[config.mk]
export PLATFORM = sky130hd
export DESIGN_NAME = scan_polar_to_pixel_unit
export DESIGN_NICKNAME = d
export VERILOG_FILES = /design/src/design/scanpp_pkg.sv /design/src/design/scan_polar_to_pixel_unit.sv /design/src/design/scanpp_ctrl.sv /design/src/design/scanpp_datapath.sv
export SDC_FILE = /design/constraint.sdc
export NUM_CORES = 2
export LEC_CHECK = 0
export BUFFER_PORTS_ARGS = -buffer_cell sky130_fd_sc_hd__clkbuf_2
export CAP_MARGIN = 20
export CORE_AREA = 2 2 382 384
export DETAILED_ROUTE_END_ITERATION = 10
export DIE_AREA = 0 0 384 386
export PLACE_DENSITY = 0.61
export SLEW_MARGIN = 20
export SYNTH_ARGS = -nofsm -noshare
export SYNTH_HDL_FRONTEND = slang
export SYNTH_SLANG_ARGS = --single-unit
export TNS_END_PERCENT = 100
[constraint.sdc]
create_clock -name clk -period 7.33 [get_ports clk]
set_clock_uncertainty 0.2 [all_clocks]
set_input_delay 0.733 -clock clk [delete_from_list [all_inputs] [get_ports clk]]
set_output_delay 0.733 -clock clk [all_outputs]
set_load 0.005 [all_outputs]
[src/design/scanpp_pkg.sv]
// Package: shared constants, types and tables of the scan polar-to-pixel unit.
`default_nettype none
package scanpp_pkg;

  localparam int ANGLE_BITS_DEF = 16;
  localparam int RANGE_BITS_DEF = 16;

  localparam int CFG_DATA_W = 16;
  localparam int RANGE_W    = 16;
  localparam int SCALE_W    = 12;
  localparam int SIZE_W     = 13;
  localparam int XPOS_W     = 17;
  localparam int PIX_W      = 18;
  localparam int ITERS      = 16;
  localparam int ITER_W     = 4;
  localparam int Z_W        = 18;

  localparam int INV_GAIN  = 39797;
  localparam int PIX_MAX   = 131071;
  localparam int PIX_MIN   = -131072;
  localparam int QTR_TURN  = 16384;
  localparam int HALF_TURN = 32768;

  typedef enum logic [2:0] {
    CFG_ANGLE_START  = 3'd0,
    CFG_ANGLE_STEP   = 3'd1,
    CFG_MIN_RANGE    = 3'd2,
    CFG_MAX_RANGE    = 3'd3,
    CFG_PIXEL_SCALE  = 3'd4,
    CFG_IMAGE_CENTER = 3'd5,
    CFG_IMAGE_SIZE   = 3'd6,
    CFG_FLIP_ROWS    = 3'd7
  } cfg_idx_t;

  typedef struct packed {
    logic                  wr;
    cfg_idx_t              idx;
    logic [CFG_DATA_W-1:0] data;
  } cfg_wr_t;

  typedef enum logic [2:0] {
    ST_IDLE,
    ST_ROTATE,
    ST_SCALE,
    ST_PIXEL,
    ST_EMIT
  } state_t;

  typedef struct packed {
    logic              load;
    logic              rotate;
    logic              scale;
    logic              pixel;
    logic              emit;
    logic [ITER_W-1:0] iter;
  } cmd_t;

  function automatic logic signed [Z_W-1:0] atan_lut(input logic [ITER_W-1:0] i);
    logic signed [Z_W-1:0] v;
    unique case (i)
      4'd0:    v = 18'sd8192;
      4'd1:    v = 18'sd4836;
      4'd2:    v = 18'sd2555;
      4'd3:    v = 18'sd1297;
      4'd4:    v = 18'sd651;
      4'd5:    v = 18'sd326;
      4'd6:    v = 18'sd163;
      4'd7:    v = 18'sd81;
      4'd8:    v = 18'sd41;
      4'd9:    v = 18'sd20;
      4'd10:   v = 18'sd10;
      4'd11:   v = 18'sd5;
      4'd12:   v = 18'sd3;
      4'd13:   v = 18'sd1;
      4'd14:   v = 18'sd1;
      default: v = 18'sd0;
    endcase
    return v;
  endfunction

endpackage
`default_nettype wire

[src/design/scan_polar_to_pixel_unit.sv]
// Top level: lidar range sample to Cartesian point and image pixel.
// Input channel: in_valid / in_stall with in_range_sample (1/1024 m) and
//   in_scan_start; a transfer happens when in_valid is high and in_stall low.
// Output channel: out_valid / out_stall with x_pos, y_pos, in_range,
//   pixel_col, pixel_row and in_image; one result per input transfer.
// Configuration: cfg_valid / cfg_ready write port, cfg_index selects the
//   register, cfg_data carries the value; cfg_ready is always high. Write
//   only while the unit is idle.
// Sequence: the transfer edge loads the gain product and updated angle,
//   then 16 iterations of the shared CORDIC stage, scaling, pixel multiply
//   and result write into the registered output.
// Next input: one item at a time; a new input is taken in the cycle
//   after the previous item is written to the output register, even while
//   that result still waits to be taken.
// Stall: a held result keeps the next item in its final cycle until the
//   output register frees up; in_stall stays high meanwhile.
// Reset: synchronous, active low; configuration registers return to their defaults,
//   the beam angle clears to zero and the output channel empties.
`default_nettype none
module scan_polar_to_pixel_unit #(
  parameter int ANGLE_BITS = scanpp_pkg::ANGLE_BITS_DEF,
  parameter int RANGE_BITS = scanpp_pkg::RANGE_BITS_DEF
) (
  input  wire logic                                  clk,
  input  wire logic                                  rst_n,
  input  wire logic                                  in_valid,
  output      logic                                  in_stall,
  input  wire logic [scanpp_pkg::RANGE_W-1:0]        in_range_sample,
  input  wire logic                                  in_scan_start,
  output      logic                                  out_valid,
  input  wire logic                                  out_stall,
  output      logic signed [scanpp_pkg::XPOS_W-1:0]  out_x_pos,
  output      logic signed [scanpp_pkg::XPOS_W-1:0]  out_y_pos,
  output      logic                                  out_in_range,
  output      logic signed [scanpp_pkg::PIX_W-1:0]   out_pixel_col,
  output      logic signed [scanpp_pkg::PIX_W-1:0]   out_pixel_row,
  output      logic                                  out_in_image,
  input  wire logic                                  cfg_valid,
  output      logic                                  cfg_ready,
  input  wire logic [2:0]                            cfg_index,
  input  wire logic [scanpp_pkg::CFG_DATA_W-1:0]     cfg_data
);
  import scanpp_pkg::*;

  cmd_t    cmd;
  cfg_wr_t cfg;

  assign cfg_ready = 1'b1;
  assign cfg.wr    = cfg_valid;
  assign cfg.idx   = cfg_idx_t'(cfg_index);
  assign cfg.data  = cfg_data;

  scanpp_ctrl u_ctrl (
    .clk       (clk),
    .rst_n     (rst_n),
    .in_valid  (in_valid),
    .in_stall  (in_stall),
    .out_valid (out_valid),
    .out_stall (out_stall),
    .cmd       (cmd)
  );

  scanpp_datapath #(
    .ANGLE_BITS (ANGLE_BITS),
    .RANGE_BITS (RANGE_BITS)
  ) u_datapath (
    .clk          (clk),
    .rst_n        (rst_n),
    .cfg          (cfg),
    .cmd          (cmd),
    .range_sample (in_range_sample),
    .scan_start   (in_scan_start),
    .x_pos        (out_x_pos),
    .y_pos        (out_y_pos),
    .in_range     (out_in_range),
    .pixel_col    (out_pixel_col),
    .pixel_row    (out_pixel_row),
    .in_image     (out_in_image)
  );

endmodule
`default_nettype wire

[src/design/scanpp_ctrl.sv]
// Controller: sequences load, rotation iterations, scaling, pixel math and output transfer.
`default_nettype none
module scanpp_ctrl (
  input  wire logic            clk,
  input  wire logic            rst_n,
  input  wire logic            in_valid,
  output      logic            in_stall,
  output      logic            out_valid,
  input  wire logic            out_stall,
  output      scanpp_pkg::cmd_t cmd
);
  import scanpp_pkg::*;

  state_t            state_r, state_nxt;
  logic [ITER_W-1:0] cnt_r, cnt_nxt;
  logic              out_valid_r, out_valid_nxt;
  logic              out_free;

  always_ff @(posedge clk) begin
    if (!rst_n) begin
      state_r     <= ST_IDLE;
      cnt_r       <= '0;
      out_valid_r <= 1'b0;
    end else begin
      state_r     <= state_nxt;
      cnt_r       <= cnt_nxt;
      out_valid_r <= out_valid_nxt;
    end
  end

  assign out_free  = !out_valid_r || !out_stall;
  assign in_stall  = (state_r != ST_IDLE);
  assign out_valid = out_valid_r;

  always_comb begin
    state_nxt     = state_r;
    cnt_nxt       = cnt_r;
    out_valid_nxt = out_valid_r && out_stall;
    cmd           = '0;
    cmd.iter      = cnt_r;
    unique case (state_r)
      ST_IDLE: begin
        if (in_valid) begin
          cmd.load  = 1'b1;
          cnt_nxt   = '0;
          state_nxt = ST_ROTATE;
        end
      end
      ST_ROTATE: begin
        cmd.rotate = 1'b1;
        cnt_nxt    = cnt_r + 1'b1;
        if (cnt_r == ITER_W'(ITERS - 1)) begin
          state_nxt = ST_SCALE;
        end
      end
      ST_SCALE: begin
        cmd.scale = 1'b1;
        state_nxt = ST_PIXEL;
      end
      ST_PIXEL: begin
        cmd.pixel = 1'b1;
        state_nxt = ST_EMIT;
      end
      ST_EMIT: begin
        if (out_free) begin
          cmd.emit      = 1'b1;
          out_valid_nxt = 1'b1;
          state_nxt     = ST_IDLE;
        end
      end
      default: state_nxt = ST_IDLE;
    endcase
  end

endmodule
`default_nettype wire

[src/design/scanpp_datapath.sv]
// Datapath: configuration registers, beam angle, CORDIC rotator, pixel projection, result registers.
`default_nettype none
module scanpp_datapath #(
  parameter int ANGLE_BITS = scanpp_pkg::ANGLE_BITS_DEF,
  parameter int RANGE_BITS = scanpp_pkg::RANGE_BITS_DEF
) (
  input  wire logic                                 clk,
  input  wire logic                                 rst_n,
  input  wire scanpp_pkg::cfg_wr_t                  cfg,
  input  wire scanpp_pkg::cmd_t                     cmd,
  input  wire logic [scanpp_pkg::RANGE_W-1:0]       range_sample,
  input  wire logic                                 scan_start,
  output      logic signed [scanpp_pkg::XPOS_W-1:0] x_pos,
  output      logic signed [scanpp_pkg::XPOS_W-1:0] y_pos,
  output      logic                                 in_range,
  output      logic signed [scanpp_pkg::PIX_W-1:0]  pixel_col,
  output      logic signed [scanpp_pkg::PIX_W-1:0]  pixel_row,
  output      logic                                 in_image
);
  import scanpp_pkg::*;

  localparam int AB = ANGLE_BITS;
  localparam int RW = (RANGE_BITS < RANGE_W) ? RANGE_BITS : RANGE_W;
  localparam int XW = RW + 18;
  localparam int PW = RW + 2;
  localparam int MW = PW + 1 + SIZE_W + 1;
  localparam int NW = MW + 1;
  localparam logic signed [31:0] RNG_MAX = 32'((64'd1 << RANGE_BITS) - 64'd1);

  // configuration
  logic [AB-1:0]         ang_start_r, ang_step_r;
  logic [RANGE_W-1:0]    min_rng_r, max_rng_r;
  logic [SCALE_W-1:0]    scale_r;
  logic [SCALE_W-1:0]    center_r;
  logic [SIZE_W-1:0]     size_r;
  logic                  flip_r;
  logic signed [31:0]    cfg_sext;

  // working state
  logic [AB-1:0]         angle_r, angle_nxt;
  logic signed [XW-1:0]  x_r, y_r;
  logic signed [Z_W-1:0] z_r;
  logic                  valid_r;
  logic signed [PW-1:0]  xs_r, ys_r;
  logic signed [MW-1:0]  colp_r, rowp_r;

  // result registers
  logic signed [XPOS_W-1:0] x_out_r, y_out_r;
  logic                     rng_out_r, img_out_r;
  logic signed [PIX_W-1:0]  col_out_r, row_out_r;

  // load path
  logic [RW-1:0]          r_in;
  logic [RW+15:0]         r_prod;
  logic [AB+15:0]         ang_ext;
  logic [15:0]            phase;
  logic signed [Z_W-1:0]  z_raw, z_init;
  logic                   quad_flip;
  logic signed [XW-1:0]   x_mag, x_init;
  logic                   valid_in;

  // rotation
  logic signed [XW-1:0]   xsh, ysh;
  logic signed [Z_W-1:0]  atan_v;

  // scaling
  logic signed [XW-17:0]  xf, yf;
  logic signed [31:0]     xf32, yf32, xsat32, ysat32;

  // pixel
  logic signed [PW:0]     xs_e, ys_e, row_src;
  logic signed [SIZE_W:0] scale_s;
  logic signed [NW-1:0]   center_n, col_num, row_num, col_q, row_q, col_sat, row_sat;
  logic signed [NW-1:0]   pmax_n, pmin_n;
  logic signed [PIX_W-1:0] col_fin, row_fin;
  logic                   in_img;
  logic signed [31:0]     xo32, yo32;

  assign cfg_sext = 32'(signed'(cfg.data));

  always_ff @(posedge clk) begin
    if (!rst_n) begin
      ang_start_r <= AB'(-32'sd32768);
      ang_step_r  <= AB'(32'sd182);
      min_rng_r   <= '0;
      max_rng_r   <= RANGE_W'(30720);
      scale_r     <= SCALE_W'(500);
      center_r    <= SCALE_W'(360);
      size_r      <= SIZE_W'(720);
      flip_r      <= 1'b1;
    end else if (cfg.wr) begin
      unique case (cfg.idx)
        CFG_ANGLE_START:  ang_start_r <= cfg_sext[AB-1:0];
        CFG_ANGLE_STEP:   ang_step_r  <= cfg_sext[AB-1:0];
        CFG_MIN_RANGE:    min_rng_r   <= cfg.data;
        CFG_MAX_RANGE:    max_rng_r   <= cfg.data;
        CFG_PIXEL_SCALE:  scale_r     <= cfg.data[SCALE_W-1:0];
        CFG_IMAGE_CENTER: center_r    <= cfg.data[SCALE_W-1:0];
        CFG_IMAGE_SIZE:   size_r      <= cfg.data[SIZE_W-1:0];
        CFG_FLIP_ROWS:    flip_r      <= cfg.data[0];
        default:          flip_r      <= flip_r;
      endcase
    end
  end

  // beam angle, quadrant fold, gain product and range test
  always_comb begin
    r_in      = range_sample[RW-1:0];
    r_prod    = (RW + 16)'(r_in) * (RW + 16)'(INV_GAIN);
    angle_nxt = scan_start ? ang_start_r : angle_r + ang_step_r;
    ang_ext   = {angle_nxt, 16'b0};
    phase     = ang_ext[AB+15 -: 16];
    z_raw     = Z_W'(signed'(phase));
    quad_flip = 1'b0;
    z_init    = z_raw;
    if (z_raw > Z_W'(QTR_TURN)) begin
      quad_flip = 1'b1;
      z_init    = z_raw - Z_W'(HALF_TURN);
    end else if (z_raw < -Z_W'(QTR_TURN)) begin
      quad_flip = 1'b1;
      z_init    = z_raw + Z_W'(HALF_TURN);
    end
    x_mag    = signed'(XW'(r_prod));
    x_init   = quad_flip ? -x_mag : x_mag;
    valid_in = (RANGE_W'(r_in) >= min_rng_r) && (RANGE_W'(r_in) < max_rng_r);
  end

  always_ff @(posedge clk) begin
    if (!rst_n) begin
      angle_r <= '0;
    end else if (cmd.load) begin
      angle_r <= angle_nxt;
    end
  end

  assign xsh    = x_r >>> cmd.iter;
  assign ysh    = y_r >>> cmd.iter;
  assign atan_v = atan_lut(cmd.iter);

  always_ff @(posedge clk) begin
    if (cmd.load) begin
      x_r     <= x_init;
      y_r     <= '0;
      z_r     <= z_init;
      valid_r <= valid_in;
    end else if (cmd.rotate) begin
      if (z_r >= 0) begin
        x_r <= x_r - ysh;
        y_r <= y_r + xsh;
        z_r <= z_r - atan_v;
      end else begin
        x_r <= x_r + ysh;
        y_r <= y_r - xsh;
        z_r <= z_r + atan_v;
      end
    end
  end

  // floor shift and coordinate saturation
  always_comb begin
    xf     = x_r[XW-1:16];
    yf     = y_r[XW-1:16];
    xf32   = 32'(xf);
    yf32   = 32'(yf);
    xsat32 = (xf32 > RNG_MAX) ? RNG_MAX : ((xf32 < -RNG_MAX) ? -RNG_MAX : xf32);
    ysat32 = (yf32 > RNG_MAX) ? RNG_MAX : ((yf32 < -RNG_MAX) ? -RNG_MAX : yf32);
  end

  always_ff @(posedge clk) begin
    if (cmd.scale) begin
      xs_r <= xsat32[PW-1:0];
      ys_r <= ysat32[PW-1:0];
    end
  end

  // pixel products
  always_comb begin
    xs_e    = (PW + 1)'(xs_r);
    ys_e    = (PW + 1)'(ys_r);
    row_src = flip_r ? -ys_e : ys_e;
    scale_s = signed'({2'b00, scale_r});
  end

  always_ff @(posedge clk) begin
    if (cmd.pixel) begin
      colp_r <= MW'(xs_e) * MW'(scale_s);
      rowp_r <= MW'(row_src) * MW'(scale_s);
    end
  end

  // offset, truncate toward zero, saturate, bounds test
  always_comb begin
    center_n = signed'(NW'({center_r, 10'b0}));
    col_num  = NW'(colp_r) + center_n;
    row_num  = NW'(rowp_r) + center_n;
    col_q    = ((col_num < 0) ? col_num + NW'(1023) : col_num) >>> 10;
    row_q    = ((row_num < 0) ? row_num + NW'(1023) : row_num) >>> 10;
    pmax_n   = NW'(PIX_MAX);
    pmin_n   = NW'(PIX_MIN);
    col_sat  = (col_q > pmax_n) ? pmax_n : ((col_q < pmin_n) ? pmin_n : col_q);
    row_sat  = (row_q > pmax_n) ? pmax_n : ((row_q < pmin_n) ? pmin_n : row_q);
    col_fin  = col_sat[PIX_W-1:0];
    row_fin  = row_sat[PIX_W-1:0];
    in_img   = valid_r && !col_fin[PIX_W-1] && !row_fin[PIX_W-1] &&
               (col_fin[PIX_W-2:0] < (PIX_W - 1)'(size_r)) &&
               (row_fin[PIX_W-2:0] < (PIX_W - 1)'(size_r));
    xo32     = 32'(xs_r);
    yo32     = 32'(ys_r);
  end

  always_ff @(posedge clk) begin
    if (cmd.emit) begin
      x_out_r   <= xo32[XPOS_W-1:0];
      y_out_r   <= yo32[XPOS_W-1:0];
      rng_out_r <= valid_r;
      col_out_r <= col_fin;
      row_out_r <= row_fin;
      img_out_r <= in_img;
    end
  end

  assign x_pos     = x_out_r;
  assign y_pos     = y_out_r;
  assign in_range  = rng_out_r;
  assign pixel_col = col_out_r;
  assign pixel_row = row_out_r;
  assign in_image  = img_out_r;

endmodule
`default_nettype wire
## After elaboration in Yosys (flattened, before gate mapping)

Memories as Yosys holds them, arrays and structs flattened. A register that Yosys moved wholly into a read port is not among the register bits.
Index checks and enable logic that the tools add are counted.

| cells by class | value |
|---|---|
| add/subtract/negate cells | 16 |
| multipliers | 3 |
| divide/modulo/power cells | 0 |
| $lt $le $gt $ge | 17 |
| equality and inequality tests | 15 |
| shifts and indexed selects | 2 |
| multiplexer cells | 39 |
| bitwise logic cells | 0 |
| reduce and logical (&&, ||, !) cells | 28 |

Operator list:

| kind | number |
|---|---|
| $mux 34 | 7 |
| $mux 18 | 11 |
| $add 34x11->34 const B | 2 |
| $add 34x34->34 | 2 |
| $lt 34x1->1 const B | 2 |
| $sshr 34x4->34 | 2 |
| $sub 34x34->34 | 2 |
| $gt 24x18->1 const B | 2 |
| $lt 24x18->1 const B | 2 |
| $gt 18x17->1 const B | 2 |
| $lt 18x17->1 const B | 2 |
| $lt 17x13->1 | 2 |
| $neg 32->34 | 1 |
| $add 32x23->33 | 1 |
| $add 31x23->32 | 1 |
| $mul 16x16->32 const B | 1 |
| $mul 19x13->32 | 1 |
| $mul 18x13->31 | 1 |
| $mux 19 | 1 |
| $neg 18->19 | 1 |
| $add 16x17->18 const B | 1 |
| $add 18x18->18 | 1 |
| $ge 18x1->1 const B | 1 |
| $reduce_and 2->1 | 9 |
| other kinds (28) | 62 |

| word-level totals | value |
|---|---|
| register bits after elaboration | 384 |
| latch bits | 0 |
| RAM bits | 0 |
| memory bits (read-only) | 224 |
| bits of input ports | 41 |
| output and inout bits | 75 |
| word-level logic and storage cells | 149 |
| memories kept | 1 |

Memories:

| name | depth | width | rd ports | clocked after memory_dff | write ports | line | RTL |
|---|---|---|---|---|---|---|---|
| (no name shown) | 16 | 14 | 1 | 1 | 0 | scanpp_pkg.sv:60 | `unique case (i)` |

## Depth between registers and ports, before layout

| logic depth | value |
|---|---|
| word-level depth | 11 |
| gate-level depth with buffers | 31 |
| gate-level depth less buffers | 29 |

## Modules after synthesis

Synthesis repeated with hierarchy kept, for this count alone.

| second synthesis, totals | value |
|---|---|
| cells, all modules | 5400 |
| area total of the unflattened synthesis | 49525.0 µm² |

Modules (own cells, without submodules):

| module | instances | cells an instance | area each (µm²) | sequential area each (µm²) |
|---|---|---|---|---|
| scanpp_datapath | 1 | 5346 | 49064.6 | 9769.4 |
| scanpp_ctrl | 1 | 52 | 449.2 | 160.2 |
| scan_polar_to_pixel_unit | 1 | 2 | 11.3 | 0.0 |

## Worst setup path after synthesis

OpenSTA, ideal clock, no wires.

| timing | value |
|---|---|
| path type | input to register |
| from | in in_range_sample[8] in the netlist's numbering |
| to | reg u_datapath.x_r[31], data pin |
| library setup time | 254 ps |
| arrival time | 6760 ps |
| required time | 6876 ps |
| setup slack | 116 ps |
| stages | 21 |
| path buffers | 0 |
| path through | fa_1 > fa_1 > inv_1 > fa_1 > inv_1 > fa_1 > fa_1 > fa_1 > ha_1 > a21o_1 > a21oi_1 > o21ai_1 > o2bb2ai_1 > o311a_1 > a2111oi_0 > o31ai_1 > or4_1 > nor2_1 > a31oi_1 > xnor2_1 > a21o_1 |

| on the way | value |
|---|---|
| longest elaborated chain between the ends | 4 |

RTL lines:

| item | line | RTL |
|---|---|---|
| start, declared | scan_polar_to_pixel_unit.sv:28 | `input wire logic [scanpp_pkg::RANGE_W-1:0] in_range_sample,` |
| $mul 16x16->32 (*) | scanpp_datapath.sv:109 | `r_prod = (RW + 16)'(r_in) * (RW + 16)'(INV_GAIN);` |
| $neg 32->34 | scanpp_datapath.sv:124 | `x_init = quad_flip ? -x_mag : x_mag;` |
| $mux 34 (*) | scanpp_datapath.sv:124 |  |
| $mux 34 (*) | scanpp_datapath.sv:141 | `if (cmd.load) begin` |
| end signal, assigned | scanpp_datapath.sv:142 | `x_r <= x_init;` |
| end signal, assigned | scanpp_datapath.sv:148 | `x_r <= x_r - ysh;` |
| end signal, assigned | scanpp_datapath.sv:152 | `x_r <= x_r + ysh;` |
| end, declared | scanpp_datapath.sv:41 | `logic signed [XW-1:0] x_r, y_r;` |

Mark *: on every way between the ends. The rest lies on a longest branch, timed or not.
A chain may end at the register's enable or synchronous reset.

## Worst setup path after layout

| timing | value |
|---|---|
| from | reg u_datapath.ys_r[0] |
| to | reg, netlist name u_datapath.rowp_r[31] |

| on the way | value |
|---|---|
| longest elaborated chain between the ends | 3 |

RTL lines:

| item | line | RTL |
|---|---|---|
| start, declared | scanpp_datapath.sv:44 | `logic signed [PW-1:0] xs_r, ys_r;` |
| start signal, assigned | scanpp_datapath.sv:172 | `ys_r <= ysat32[PW-1:0];` |
| $neg 18->19 | scanpp_datapath.sv:180 | `row_src = flip_r ? -ys_e : ys_e;` |
| $mux 19 (*) | scanpp_datapath.sv:180 |  |
| $mul 19x13->32 (*) | scanpp_datapath.sv:187 | `rowp_r <= MW'(row_src) * MW'(scale_s);` |

Marks and branches as above.

==> summary.txt <==
Worst setup path
  – WP data arrival: 7.32 ns
  – Crit path max fanout: 12
  – Top cell by count, worst path: fa_1
  – Setup crit start kind: flop
  – Setup crit end kind: flop
  – Setup CP Type: reg2reg
  – Worst path max stage delay: 0.54 ns
  – Slowest-stage cell, CP: fa_1
  – Critical Path RT: 7.51 ns

Pwr
  – Leakage: 25.0 nW
  – Maximum vdd drop: 0.476 mV
  – Power per standard cell area: 416 nW/um2

Clocking
  – Clock slew at reported path FFs: 0.07 ns
  – Root buf cell: clkbuf_16
  – CTS Sinks: 398
  – Bufs on Longest Clock Path: 3
  – Number of buffers created by CTS: 49
  – CTS H-tree lvls: 2
  – Worst-Skew Late Latency: 0.65 ns
  – # hold bufs at CTS: 0
  – CTS tree: yes

Drt
  – Routed wire per std cell: 18.5 um
  – Final ANT Viol Nets: 0
  – DRC Markers: 0
  – Drt pass-1 iters: 8
  – Vias per cell: 5.21
  – Via count: 39,346
  – Initial DRC count: 2,462
  – Routed WL: 140,000 um

Synthesis
  – Avg Inst Size Synth: 9.18 um2
  – Mapped Nets: 6,466
  – Synth Flop Type: edfxtp_1
  – Yosys cell types: 95
  – Mapped Cells: 5,451
  – Ys async rst share: 0
  – Post-synthesis cell area: 50,100 um2
  – EDFF count, synth: 224
  – Ys Warns: 0
  – FF+latch count, synth: 398
  – Sequential area share after synthesis: 0.204

Die
  – Initial Util: 0.346
  – I/O pin count: 116
  – Row cnt: 140
  – Die Y: 386 um
  – Die X: 384 um
  – Core area: 145,000 um2
  – Die area: 148,000 um2

Global route
  – Initial antenna violation count: 2
  – Global-route wire length before repair: 221,000 um
  – Global-route met2 utilization: 0.322
  – Grt ovf: 0
  – Largest net degree at the start of global routing: 105
  – M3 GR Usage: 0.0209
  – GR Layer Usage met1: 0.250
  – Vias in the first global route: 39,237
  – GRT busiest layer: met2
  – GRT Total Usage: 0.188

STA
  – Setup TNS: 0 ns
  – Final Hold Fails: 0
  – Fmax: 140 MHz
  – Tmin final: 7.14 ns
  – Worst rel slew slack: 0.313
  – Setup-failing EPs final: 0
  – Worst-margin pin slew: 1.02 ns
  – Fin crit share: 0.974
  – Pins Over Slew Limit: 0

Min path
  – Hold/Removal Path Class: in2reg

Final layout
  – Final non-filler cell total: 7,550
  – Final Net Count: 6,604
  – Final Cell Area: 55,700 um2
  – Fill cell count: 14,397
  – Final core utilization: 0.386
  – P&R area growth vs syn: 11.4%
  – Ratio of cells with drive above 1 in the final layout: 0.104

Flow run
  – Max-cap violations: 0

Status
  – Outcome: complete, no violations

Place
  – DP Area: 53,600 um2
  – Placed insts: 7,447
  – Buffers on Ports: 114
  – Detail Placement HPWL: 111,000 um
  – Final Wtd Congestion: 0.923
what timing repair did:
| item | CTS | global route |
|---|---|---|
| resized for setup | 0 | 46 |
| endpoints found under the hold margin | 0 | 0 |
| endpoints found under the setup margin | 0 | 10 |
| setup buffers | 0 | 8 |
through the flow:
step                total power (W)  setup slack [ns]  hold slack (ns)
CTS                          0.0231            0.0581            0.168
finish                       0.0232             0.194            0.195
detailed placement           0.0202            -0.225            0.252
global placement             0.0201            -0.331            0.246
global route                 0.0253           -0.0608            0.196
floorplan                    0.0151             0.116            0.226
final timing paths:
| path | cells after the start | endpoint | from | slack, ns |
|---|---|---|---|---|
| max reg2reg | 26 | u_datapath.rowp_r[31] | u_datapath.ys_r[0] | 0.19 |
| min reg2reg | 2 | u_datapath.ang_start_r[4] | u_datapath.ang_start_r[4] | 0.26 |
| max | 26 | u_datapath.rowp_r[31] | u_datapath.ys_r[0] | 0.19 |
| min | 3 | u_ctrl.out_valid | out_stall | 0.20 |
cells in the final DEF, fill, tap and decap left out, types with 18 or more instances in the layout:
cell type / synthesis / layout
nor3_1: 60 / 58
nor3b_1: 19 / 18
edfxtp_1: 224 / 224
o211ai_1: 33 / 33
xor2_1: 125 / 124
o21ai_0: 252 / 247
o21a_1: 38 / 38
mux4_2: 57 / 57
o31ai_1: 31 / 28
dfxtp_1: 174 / 170
mux2i_1: 60 / 60
inv_1: 748 / 745
nand3_1: 98 / 98
clkbuf_16: 0 / 53
ha_1: 459 / 455
nand2_1: 651 / 650
and2_1: 272 / 272
nor4_1: 29 / 27
a211oi_1: 20 / 20
a21o_1: 95 / 94
a31oi_1: 26 / 24
a21oi_1: 232 / 226
buf_4: 5 / 192
and3_1: 32 / 32
a21boi_0: 100 / 100
or3_1: 21 / 20
nor2b_1: 31 / 30
nor2_1: 197 / 195
mux2_2: 44 / 44
o21bai_1: 27 / 27
nand4_1: 32 / 32
clkbuf_2: 0 / 113
xnor2_1: 216 / 207
fa_1: 515 / 514
nand2b_1: 56 / 56
cell usage after synthesis (95+ instances only):
library cell / number / share of area
xor2_1: 125 / 0.022
edfxtp_1: 224 / 0.13
ha_1: 459 / 0.11
nand2_1: 651 / 0.049
xnor2_1: 216 / 0.038
fa_1: 515 / 0.21
a21boi_0: 100 / 0.015
and2_1: 272 / 0.034
o21ai_0: 252 / 0.025
inv_1: 748 / 0.056
nand3_1: 98 / 0.0098
dfxtp_1: 174 / 0.070
a21o_1: 95 / 0.014
clkbuf_1: 178 / 0.013
nor2_1: 197 / 0.015
a21oi_1: 232 / 0.023
cell families (layout without fill, tap and decap cells):
logic type               Yosys count  count (layout)  share of synthesized area
AND/OR/NAND/NOR                 1575            1575                      0.154
AO/OA/AOI/OAI                   1008            1008                      0.130
buffers and inverters            978            1157                     0.0752
adder cells (fa/ha/maj)          974             974                      0.321
flip-flops                       398             398                      0.204
XOR/XNOR                         341             341                     0.0597
multiplexers                     176             176                     0.0554
other                              1               4                  0.0000749
final cells by class:
class                   count  area, um2  share of cell area
multi-input cells        4075      36400               0.652
flip-flops and latches    398      10200               0.183
inverters                 753       2830              0.0507
well taps                1917       2400              0.0430
repair buffers            312       2150              0.0385
clock buffers              64       1420              0.0254
clock inverters            28        373             0.00669
diodes                      3       7.51            0.000135
per-layer routing:
metal	up-vias	part of all wire
li1	18663	-
met1	19464	0.44
met2	1009	0.48
met3	210	0.048
met4	0	0.030
met5	-	0
sequential cells by signal, summed over array words and instances (netlist names), 31 cells and up:
register,cells
u_datapath.x_r,34
u_datapath.y_r,34
u_datapath.colp_r,31
u_datapath.rowp_r,32
critical path, delay by kind of cell, from the launching register on:
| kind | cells | cell delay (ns) |
|---|---|---|
| fa+ha+maj | 7 | 2.96 |
| compound gates | 8 | 1.65 |
| simple gates | 5 | 1.01 |
| flops | 1 | 0.45 |
| buf+inv | 4 | 0.37 |
| xor+xnor | 2 | 0.25 |
power breakdown:
part           total [W]  internal, W  switching, W
logic             0.0170      0.00770       0.00932
clock network    0.00270      0.00160       0.00110
registers        0.00348      0.00304      0.000445
Note: power is estimated with default switching activity, not from simulation.
